===== src/sv/mtt_pkg.sv =====
`default_nettype none

package mtt_pkg;

   // Depth of the result queue behind the scanner; at least two.
   localparam int unsigned FIFO_DEPTH = 4;

   // Token kinds as they appear on the result channel.
   localparam logic [2:0] KIND_TEXT  = 3'd0;
   localparam logic [2:0] KIND_OPEN  = 3'd1;
   localparam logic [2:0] KIND_CLOSE = 3'd2;
   localparam logic [2:0] KIND_SLASH = 3'd3;
   localparam logic [2:0] KIND_TNAME = 3'd4;
   localparam logic [2:0] KIND_ANAME = 3'd5;
   localparam logic [2:0] KIND_EQ    = 3'd6;
   localparam logic [2:0] KIND_VALUE = 3'd7;

   // Characters the scanner reacts to.
   localparam logic [7:0] CH_LT    = 8'h3C;
   localparam logic [7:0] CH_GT    = 8'h3E;
   localparam logic [7:0] CH_SLASH = 8'h2F;
   localparam logic [7:0] CH_EQ    = 8'h3D;
   localparam logic [7:0] CH_DASH  = 8'h2D;
   localparam logic [7:0] CH_SPACE = 8'h20;
   localparam logic [7:0] CH_QUOTE = 8'h22;
   localparam logic [7:0] CH_NUL   = 8'h00;

   typedef enum logic [8:0] {
      ST_IDLE   = 9'b000000001,
      ST_TEXT   = 9'b000000010,
      ST_TAG    = 9'b000000100,
      ST_TNAME  = 9'b000001000,
      ST_TSPACE = 9'b000010000,
      ST_ASTART = 9'b000100000,
      ST_ANAME  = 9'b001000000,
      ST_VSTART = 9'b010000000,
      ST_VALUE  = 9'b100000000
   } state_type;

   typedef struct packed {
      logic [2:0] kind;
      logic [7:0] tbyte;
      logic       present;
      logic       tend;
      logic       last;
   } tok_type;

   typedef struct packed {
      logic [1:0] count;
      tok_type    first;
      tok_type    second;
      state_type  next_state;
   } scan_out_type;

endpackage

`default_nettype wire


===== src/sv/mtt_scan.sv =====
`default_nettype none

// Decides, for one character and the current scanner state, the zero to two
// result items and the next state.
module mtt_scan (
   input  wire mtt_pkg::state_type    state,
   input  wire logic [7:0]            char_in,
   input  wire logic                  eot,
   output mtt_pkg::scan_out_type      scan_out
);

   function automatic logic is_name(input logic [7:0] c);
      return (c >= 8'h30 && c <= 8'h39) || (c >= 8'h41 && c <= 8'h5A) ||
             (c >= 8'h61 && c <= 8'h7A) || (c == mtt_pkg::CH_DASH);
   endfunction

   function automatic mtt_pkg::tok_type tok_byte(input logic [2:0] kind,
                                                 input logic [7:0] c,
                                                 input logic       tend);
      mtt_pkg::tok_type t;
      t.kind    = kind;
      t.tbyte   = c;
      t.present = 1'b1;
      t.tend    = tend;
      t.last    = 1'b0;
      return t;
   endfunction

   function automatic mtt_pkg::tok_type tok_close(input logic [2:0] kind);
      mtt_pkg::tok_type t;
      t.kind    = kind;
      t.tbyte   = 8'h00;
      t.present = 1'b0;
      t.tend    = 1'b1;
      t.last    = 1'b0;
      return t;
   endfunction

   // What the attribute-start state does with this character, used by every
   // state that falls through into it.
   logic                 as_emit;
   mtt_pkg::tok_type     as_tok;
   mtt_pkg::state_type   as_next;
   logic                 stop;

   always_comb begin
      as_emit = 1'b0;
      as_tok  = tok_close(mtt_pkg::KIND_ANAME);
      as_next = mtt_pkg::ST_ASTART;
      if (char_in == mtt_pkg::CH_SPACE) begin
         as_next = mtt_pkg::ST_ASTART;
      end else if (is_name(char_in)) begin
         as_emit = 1'b1;
         as_tok  = tok_byte(mtt_pkg::KIND_ANAME, char_in, 1'b0);
         as_next = mtt_pkg::ST_ANAME;
      end else if (char_in == mtt_pkg::CH_EQ) begin
         as_emit = 1'b1;
         as_tok  = tok_byte(mtt_pkg::KIND_EQ, char_in, 1'b1);
         as_next = mtt_pkg::ST_VSTART;
      end else if (char_in == mtt_pkg::CH_SLASH) begin
         as_emit = 1'b1;
         as_tok  = tok_byte(mtt_pkg::KIND_SLASH, char_in, 1'b1);
         as_next = mtt_pkg::ST_TAG;
      end else if (char_in == mtt_pkg::CH_GT) begin
         as_emit = 1'b1;
         as_tok  = tok_byte(mtt_pkg::KIND_CLOSE, char_in, 1'b1);
         as_next = mtt_pkg::ST_IDLE;
      end
      // Any other character is dropped here.
   end

   assign stop = eot || (char_in == mtt_pkg::CH_NUL);

   always_comb begin
      scan_out            = '0;
      scan_out.next_state = state;
      if (stop) begin
         scan_out.next_state = mtt_pkg::ST_IDLE;
         unique case (state)
            mtt_pkg::ST_TEXT: begin
               scan_out.count = 2'd1;
               scan_out.first = tok_close(mtt_pkg::KIND_TEXT);
            end
            mtt_pkg::ST_TNAME: begin
               scan_out.count = 2'd1;
               scan_out.first = tok_close(mtt_pkg::KIND_TNAME);
            end
            mtt_pkg::ST_ANAME: begin
               scan_out.count = 2'd1;
               scan_out.first = tok_close(mtt_pkg::KIND_ANAME);
            end
            mtt_pkg::ST_VALUE: begin
               scan_out.count = 2'd1;
               scan_out.first = tok_close(mtt_pkg::KIND_VALUE);
            end
            default: begin
               scan_out.count = 2'd0;
            end
         endcase
      end else begin
         unique case (state)
            mtt_pkg::ST_TEXT: begin
               if (char_in == mtt_pkg::CH_LT) begin
                  scan_out.count      = 2'd2;
                  scan_out.first      = tok_close(mtt_pkg::KIND_TEXT);
                  scan_out.second     = tok_byte(mtt_pkg::KIND_OPEN, char_in, 1'b1);
                  scan_out.next_state = mtt_pkg::ST_TAG;
               end else begin
                  scan_out.count = 2'd1;
                  scan_out.first = tok_byte(mtt_pkg::KIND_TEXT, char_in, 1'b0);
               end
            end
            mtt_pkg::ST_TAG: begin
               if (char_in == mtt_pkg::CH_GT) begin
                  scan_out.count      = 2'd1;
                  scan_out.first      = tok_byte(mtt_pkg::KIND_CLOSE, char_in, 1'b1);
                  scan_out.next_state = mtt_pkg::ST_IDLE;
               end else if (char_in == mtt_pkg::CH_SLASH) begin
                  scan_out.count = 2'd1;
                  scan_out.first = tok_byte(mtt_pkg::KIND_SLASH, char_in, 1'b1);
               end else if (char_in == mtt_pkg::CH_SPACE) begin
                  scan_out.next_state = mtt_pkg::ST_TSPACE;
               end else begin
                  scan_out.count      = 2'd1;
                  scan_out.first      = tok_byte(mtt_pkg::KIND_TNAME, char_in, 1'b0);
                  scan_out.next_state = mtt_pkg::ST_TNAME;
               end
            end
            mtt_pkg::ST_TNAME: begin
               if (char_in == mtt_pkg::CH_GT) begin
                  scan_out.count      = 2'd2;
                  scan_out.first      = tok_close(mtt_pkg::KIND_TNAME);
                  scan_out.second     = tok_byte(mtt_pkg::KIND_CLOSE, char_in, 1'b1);
                  scan_out.next_state = mtt_pkg::ST_IDLE;
               end else if (char_in == mtt_pkg::CH_SPACE) begin
                  scan_out.count      = 2'd1;
                  scan_out.first      = tok_close(mtt_pkg::KIND_TNAME);
                  scan_out.next_state = mtt_pkg::ST_TSPACE;
               end else if (char_in == mtt_pkg::CH_SLASH) begin
                  scan_out.count      = 2'd2;
                  scan_out.first      = tok_close(mtt_pkg::KIND_TNAME);
                  scan_out.second     = tok_byte(mtt_pkg::KIND_SLASH, char_in, 1'b1);
                  scan_out.next_state = mtt_pkg::ST_TAG;
               end else begin
                  scan_out.count = 2'd1;
                  scan_out.first = tok_byte(mtt_pkg::KIND_TNAME, char_in, 1'b0);
               end
            end
            mtt_pkg::ST_TSPACE: begin
               if (char_in != mtt_pkg::CH_SPACE) begin
                  scan_out.count      = {1'b0, as_emit};
                  scan_out.first      = as_tok;
                  scan_out.next_state = as_next;
               end
            end
            mtt_pkg::ST_ASTART: begin
               scan_out.count      = {1'b0, as_emit};
               scan_out.first      = as_tok;
               scan_out.next_state = as_next;
            end
            mtt_pkg::ST_ANAME: begin
               if (is_name(char_in)) begin
                  scan_out.count = 2'd1;
                  scan_out.first = tok_byte(mtt_pkg::KIND_ANAME, char_in, 1'b0);
               end else begin
                  // Close the name, then treat the character as at attribute start.
                  scan_out.count      = as_emit ? 2'd2 : 2'd1;
                  scan_out.first      = tok_close(mtt_pkg::KIND_ANAME);
                  scan_out.second     = as_tok;
                  scan_out.next_state = as_next;
               end
            end
            mtt_pkg::ST_VSTART: begin
               if (char_in == mtt_pkg::CH_QUOTE) begin
                  scan_out.next_state = mtt_pkg::ST_VALUE;
               end else if (char_in != mtt_pkg::CH_SPACE) begin
                  scan_out.count      = {1'b0, as_emit};
                  scan_out.first      = as_tok;
                  scan_out.next_state = as_next;
               end
            end
            mtt_pkg::ST_VALUE: begin
               if (char_in == mtt_pkg::CH_QUOTE) begin
                  scan_out.count      = 2'd1;
                  scan_out.first      = tok_close(mtt_pkg::KIND_VALUE);
                  scan_out.next_state = mtt_pkg::ST_ASTART;
               end else begin
                  scan_out.count = 2'd1;
                  scan_out.first = tok_byte(mtt_pkg::KIND_VALUE, char_in, 1'b0);
               end
            end
            default: begin
               // Idle, and any corrupted code behaves the same way.
               if (char_in == mtt_pkg::CH_LT) begin
                  scan_out.count      = 2'd1;
                  scan_out.first      = tok_byte(mtt_pkg::KIND_OPEN, char_in, 1'b1);
                  scan_out.next_state = mtt_pkg::ST_TAG;
               end else begin
                  scan_out.count      = 2'd1;
                  scan_out.first      = tok_byte(mtt_pkg::KIND_TEXT, char_in, 1'b0);
                  scan_out.next_state = mtt_pkg::ST_TEXT;
               end
            end
         endcase
      end
      scan_out.first.last  = (scan_out.count == 2'd1);
      scan_out.second.last = (scan_out.count == 2'd2);
   end

endmodule

`default_nettype wire


===== src/sv/mtt_fifo.sv =====
`default_nettype none

// Small result queue: takes zero, one or two items per cycle, gives one.
module mtt_fifo #(
   parameter int unsigned DEPTH = mtt_pkg::FIFO_DEPTH
) (
   input  wire logic             clock,
   input  wire logic             reset,
   input  wire logic [1:0]       push_count,
   input  wire mtt_pkg::tok_type push_first,
   input  wire mtt_pkg::tok_type push_second,
   output logic                  room_two,
   output logic                  out_valid,
   input  wire logic             out_ready,
   output mtt_pkg::tok_type      out_item
);

   localparam int unsigned PTR_W = (DEPTH > 1) ? $clog2(DEPTH) : 1;
   localparam int unsigned CNT_W = $clog2(DEPTH + 1);

   function automatic logic [PTR_W-1:0] ptr_inc(input logic [PTR_W-1:0] p);
      return (p == PTR_W'(DEPTH - 1)) ? '0 : p + 1'b1;
   endfunction

   mtt_pkg::tok_type   mem_ff [DEPTH];
   logic [PTR_W-1:0]   wr_ptr_ff, wr_ptr_in;
   logic [PTR_W-1:0]   rd_ptr_ff, rd_ptr_in;
   logic [CNT_W-1:0]   count_ff, count_in;
   logic [PTR_W-1:0]   wr_ptr_next;
   logic               pop;

   assign wr_ptr_next = ptr_inc(wr_ptr_ff);
   assign out_valid   = (count_ff != '0);
   assign out_item    = mem_ff[rd_ptr_ff];
   assign pop         = out_valid && out_ready;
   assign room_two    = (count_ff <= CNT_W'(DEPTH - 2));

   always_comb begin
      count_in  = count_ff + CNT_W'(push_count) - CNT_W'(pop);
      rd_ptr_in = pop ? ptr_inc(rd_ptr_ff) : rd_ptr_ff;
      case (push_count)
         2'd1:    wr_ptr_in = wr_ptr_next;
         2'd2:    wr_ptr_in = ptr_inc(wr_ptr_next);
         default: wr_ptr_in = wr_ptr_ff;
      endcase
   end

   always_ff @(posedge clock) begin
      if (reset) begin
         wr_ptr_ff <= '0;
         rd_ptr_ff <= '0;
         count_ff  <= '0;
      end else begin
         wr_ptr_ff <= wr_ptr_in;
         rd_ptr_ff <= rd_ptr_in;
         count_ff  <= count_in;
      end
   end

   always_ff @(posedge clock) begin
      if (push_count != 2'd0) begin
         mem_ff[wr_ptr_ff] <= push_first;
      end
      if (push_count == 2'd2) begin
         mem_ff[wr_ptr_next] <= push_second;
      end
   end

endmodule

`default_nettype wire


===== src/sv/markup_tag_tokenizer_unit.sv =====
// Markup tag tokenizer. Markup text enters one byte per item on the req_
// channel; req_tlast set marks the end of the document instead of a byte
// (a zero byte does the same). Tokens leave on the rsp_ channel: each byte of
// a text, tag name, attribute name or quoted value token comes out tagged
// with its kind, and a byte-less item with token_end set closes the token.
// The characters '<', '>', '/' and '=' in their places give one complete
// item each. rsp_tlast marks the final result item caused by an input item;
// an input item may cause zero, one or two result items.
// An accepted item sits in the input register, is scanned and written into
// the result queue at the next edge on which the queue has room for two
// results; with an empty queue, its first result shows right after that edge.
// Throughput: one input item per cycle while the queue has room for two
// results; the output drains one result per cycle while rsp_tready is high,
// so a long run of two-result items is paced by the output port.
// A stalled receiver fills the queue, which then holds the input register
// and drops req_tready; nothing is lost. Reset empties the queue and the
// input register and returns the scanner to content with no token open.
`default_nettype none

module markup_tag_tokenizer_unit #(
   parameter int unsigned FIFO_DEPTH = mtt_pkg::FIFO_DEPTH
) (
   input  wire logic        clock,
   input  wire logic        reset,
   input  wire logic        req_tvalid,
   output logic             req_tready,
   input  wire logic [7:0]  req_tdata,   // [7:0] text_byte
   input  wire logic        req_tlast,   // end_of_text
   output logic             rsp_tvalid,
   input  wire logic        rsp_tready,
   output logic [15:0]      rsp_tdata,   // [7:0] token_byte, [8] token_end, rest zero
   output logic [3:0]       rsp_tuser,   // [2:0] token_kind, [3] byte_present
   output logic             rsp_tlast    // last_of_run
);

   // Input register.
   logic                 in_valid_ff, in_valid_in;
   logic [7:0]           in_byte_ff;
   logic                 in_eot_ff;

   // Scanner state.
   mtt_pkg::state_type   state_ff, state_in;

   mtt_pkg::scan_out_type scan_out;
   mtt_pkg::tok_type      head;
   logic                  room_two;
   logic                  consume;
   logic [1:0]            push_count;

   // The held item is scanned only when the queue can take both of its
   // possible results.
   assign consume    = in_valid_ff && room_two;
   assign req_tready = !in_valid_ff || consume;
   assign push_count = consume ? scan_out.count : 2'd0;

   always_comb begin
      in_valid_in = in_valid_ff;
      if (req_tvalid && req_tready) begin
         in_valid_in = 1'b1;
      end else if (consume) begin
         in_valid_in = 1'b0;
      end
      state_in = consume ? scan_out.next_state : state_ff;
   end

   always_ff @(posedge clock) begin
      if (reset) begin
         in_valid_ff <= 1'b0;
         state_ff    <= mtt_pkg::ST_IDLE;
      end else begin
         in_valid_ff <= in_valid_in;
         state_ff    <= state_in;
      end
   end

   always_ff @(posedge clock) begin
      if (req_tvalid && req_tready) begin
         in_byte_ff <= req_tdata;
         in_eot_ff  <= req_tlast;
      end
   end

   mtt_scan u_scan (
      .state    (state_ff),
      .char_in  (in_byte_ff),
      .eot      (in_eot_ff),
      .scan_out (scan_out)
   );

   mtt_fifo #(
      .DEPTH (FIFO_DEPTH)
   ) u_fifo (
      .clock       (clock),
      .reset       (reset),
      .push_count  (push_count),
      .push_first  (scan_out.first),
      .push_second (scan_out.second),
      .room_two    (room_two),
      .out_valid   (rsp_tvalid),
      .out_ready   (rsp_tready),
      .out_item    (head)
   );

   assign rsp_tdata = {7'd0, head.tend, head.tbyte};
   assign rsp_tuser = {head.present, head.kind};
   assign rsp_tlast = head.last;

endmodule

`default_nettype wire


===== config.mk =====
export PLATFORM = sky130hd
export DESIGN_NAME = markup_tag_tokenizer_unit
export DESIGN_NICKNAME = d
export VERILOG_FILES = /design/src/sv/mtt_pkg.sv /design/src/sv/mtt_scan.sv /design/src/sv/mtt_fifo.sv /design/src/sv/markup_tag_tokenizer_unit.sv
export SDC_FILE = /design/constraint.sdc
export NUM_CORES = 1
export LEC_CHECK = 0
export ABC_CLOCK_PERIOD_IN_PS = 3700
export BUFFER_PORTS_ARGS = -buffer_cell sky130_fd_sc_hd__buf_2
export CORE_ASPECT_RATIO = 1.2
export CORE_MARGIN = 2
export CORE_UTILIZATION = 35
export CTS_BUF_LIST = sky130_fd_sc_hd__clkbuf_4
export DETAILED_ROUTE_END_ITERATION = 7
export MAX_ROUTING_LAYER = met4
export PLACE_DENSITY = 0.59
export SYNTH_ARGS = -nofsm -noshare
export SYNTH_HDL_FRONTEND = slang
export SYNTH_HIERARCHICAL = 1
export SYNTH_SLANG_ARGS = --single-unit

===== constraint.sdc =====
create_clock -name clock -period 3.7 [get_ports clock]
set_input_delay 0 -clock clock [delete_from_list [all_inputs] [get_ports clock]]
set_output_delay 0 -clock clock [all_outputs]
set_load 0.01 [all_outputs]

==> out/metrics.cfg <==
[routing]
routed_wl_um = 13500
first_pass_iters = 5
drcViolationCount = 0
dr_total_vias = 3978
drt-initial-drc-count = 294
viasPerCell = 5.33
antenna_left = 0
wire_per_inst_um = 18.2

[cells_and_area]
mostFrequentLayoutCells = edfxtp_1 (65), mux2_2 (56), a21oi_1 (29), buf_2 (28), nand2_1 (27)
fin_cells = 746
final_layout_size_suffix_gt1_frac = 0.328
final_common_cell = edfxtp_1
multi_input_area_um2 = 2830
seqCellArea_um2 = 2330
layout.nets = 560
fill_cells = 1515
syn_to_final_growth_pct = 12.6

[yosys]
synth_area_per_cell_um2 = 11.4
synth_ff_type = edfxtp_1
yosysWarnings = 6
synth_edf_count = 65
synth_cells = 482
ys_seq_area_frac = 0.426
synth_area_um2 = 5470
ys_async_sr_fraction = 0
synth.distinct_cells = 74
synth-seq-cells = 84

[hold_path]
hold_start = req_tdata[6]
min_path_type = primary input to flip-flop
holdPathEnd = in_byte_ff[6]$_DFFE_PP_
hold_depth = 2

[critical_path]
crit_buf_inv = 2
path_max_fanout = 15
cpMaxStageDelayCell = or4b_4
worstSetupStartpointType = flip-flop
cp.required_ps = 3870
rrSetupSlack_ps = 260
end_kind = flip-flop
crit_family = simple AND/OR/NAND/NOR gates
cp_cell_sequence = or4b_4 -> a221oi_4 -> a32o_2 -> nand4_1 -> a21oi_1 -> a21oi_1 -> and3_1 -> inv_1 -> ha_2 -> nand2_4 -> o21ai_1 -> buf_12
ff2ff_path_depth = 12
crit_arrival_ps = 3610
crit_type = flip-flop to flip-flop
cp_common_cell = a21oi_1
slowest_delay_ps = 590
r2r-end = u_fifo/mem_ff[3][6]$_DFFE_PP_
rr_startpoint = state_ff[6]$_SDFFE_PP0P_

[timing]
finalHoldViolations = 0
fin_crit_ps = 3440
fmax_ghz = 0.290
layout_setup_ws_ps = 257
finalCritPeriodShare = 0.930
relSlewSlack = 0.368
setup_viol = 0
finalMaxSlewViolations = 0
rsz0062_at_grt = no
skew_ps = 24.4
worstMarginPinSlew_ps = 946

[place]
place_ws_ps = 89.4
place.gp.congestion = 0.981
port_buffers = 28
dpl.cell_count = 716
dp_hpwl_um = 9940

[floorplanning]
fp.dieW_um = 118
die_h_um = 141
io_pins = 36
die-area_um2 = 16700
core_area_um2 = 15500
initial_core_util = 0.354
rows = 50

[run_status]
status = completed

[pwr]
internal_power_mw = 1.50
total_power_mw = 2.20
clkPwrFrac = 0.218
power.switching_mw = 0.699
swShare = 0.319
vdd_drop_max_mv = 0.115
seqPwrFrac = 0.533
power_density_nw_per_um2 = 356
combPwrFrac = 0.249
power.leakage_nw = 2.23

[clock_tree]
cts_tree = done
clk_path_buf_depth = 2
cts_buffers = 9
htreeDepth = 3
clock-sinks = 84
cts_root_buf = clkbuf_4
cts.clk_slew.worst_paths_ps = 140
clock_latency_ps = 460

[job]
cap_violations = 0

[global_routing]
grt_pass1_wl_um = 21900
grt_max_degree = 22
overflow = 0
grt_pass1_vias = 4015
grt.total_usage = 0.171
grt_antenna_before_repair = 1

[final cells by class]
cell class | count | area share
Timing Repair Buffer | 69 | 0.0881
Tap cell | 208 | 0.0422
Multi-Input combinational cell | 348 | 0.459
Inverter | 21 | 0.0128
Sequential cell | 84 | 0.378
Clock buffer | 9 | 0.0110
Antenna cell | 1 | 0.000406
Clock inverter | 6 | 0.00772
[kinds of logic after synthesis]
kind of cell    share of synthesized area
simple gates                        0.154
xor+xnor                           0.0128
other cells                       0.00137
fa+ha+maj                          0.0334
mux                                 0.175
flops                               0.426
compound gates                      0.132
buf+inv                            0.0658
[flip-flops by register name (all words and copies together), names as in the netlist, named ones only]
name	count
in_eot_ff	1
state_ff	9
u_fifo/wr_ptr_ff	2
in_byte_ff	8
in_valid_ff	1
u_fifo/mem_ff	56
u_fifo/count_ff	3
u_fifo/rd_ptr_ff	2
[stage by stage]
stage / util / area, um^2 / TNS (ps) / hold slack (ps)
floorplan: - / 5500 / -1370 / 69.1
global placement: 0.381 / 5880 / 0 / 177
detailed placement: 0.381 / 5880 / 0 / 178
CTS: 0.397 / 6130 / 0 / 217
global route: 0.399 / 6160 / 0 / 217
finish: 0.399 / 6160 / 0 / 250
[power groups by stage]
stage	clock network (mW)	logic, mW	registers, mW
floorplan	0	0.449	1.13
global placement	0	0.525	1.19
detailed placement	0	0.534	1.20
CTS	0.503	0.550	1.18
global route	0.535	0.605	1.19
finish	0.479	0.547	1.17
[synth_stat cells (5+ instances only)]
library cell   n  area (um^2)
nand3_1       20          100
inv_1         21         78.8
and3_1         8         50.1
a21oi_1       29          145
buf_4         13         97.6
or3_1          5         31.3
ha_1          13          163
a21bo_1        8         80.1
and2_1         5         31.3
dfxtp_1       19          380
xnor2_1        6         52.6
edfxtp_1      65         1950
nor2_1        19         71.3
mux2_2        56          631
a21oi_2        8         70.1
nor2b_1        6         37.5
nand2_1       27          101
nor3_1        10         50.1
buf_6          9          101
nand2b_1       5         31.3
o21ai_0       17         85.1
buf_2         10         50.1
mux4_2        14          315
o21a_1         5         37.5
[how the worst max path moves through the flow]
stage	from	cells past startpoint	end
after global routing	state_ff[6]$_SDFFE_PP0P_	12	u_fifo/mem_ff[2][6]$_DFFE_PP_
after CTS	state_ff[6]$_SDFFE_PP0P_	12	u_fifo/mem_ff[3][6]$_DFFE_PP_
after global placement	state_ff[6]$_SDFFE_PP0P_	12	u_fifo/mem_ff[3][9]$_DFFE_PP_
after floorplan	in_byte_ff[6]$_DFFE_PP_	11	u_fifo/mem_ff[3][0]$_DFFE_PP_
final	state_ff[6]$_SDFFE_PP0P_	12	u_fifo/mem_ff[3][6]$_DFFE_PP_
after detailed placement	state_ff[6]$_SDFFE_PP0P_	12	u_fifo/mem_ff[3][10]$_DFFE_PP_
[metal layers]
layer,track usage,share of wire,up-vias
met5,-,0,-
met4,0.0717,0.038,0
met3,0.0263,0.038,37
met2,0.285,0.49,125
met1,0.206,0.43,1920
li1,-,-,1896
[timing repair]
action                                 4_1_cts  5_1_grt
setup endpoints to repair                    0      113
hold buffers                                13        0
buffers inserted                             0        1
resized for setup                            0        5
endpoints found under the hold margin       25        0
No activity file was read; power rests on OpenSTA's default activity.
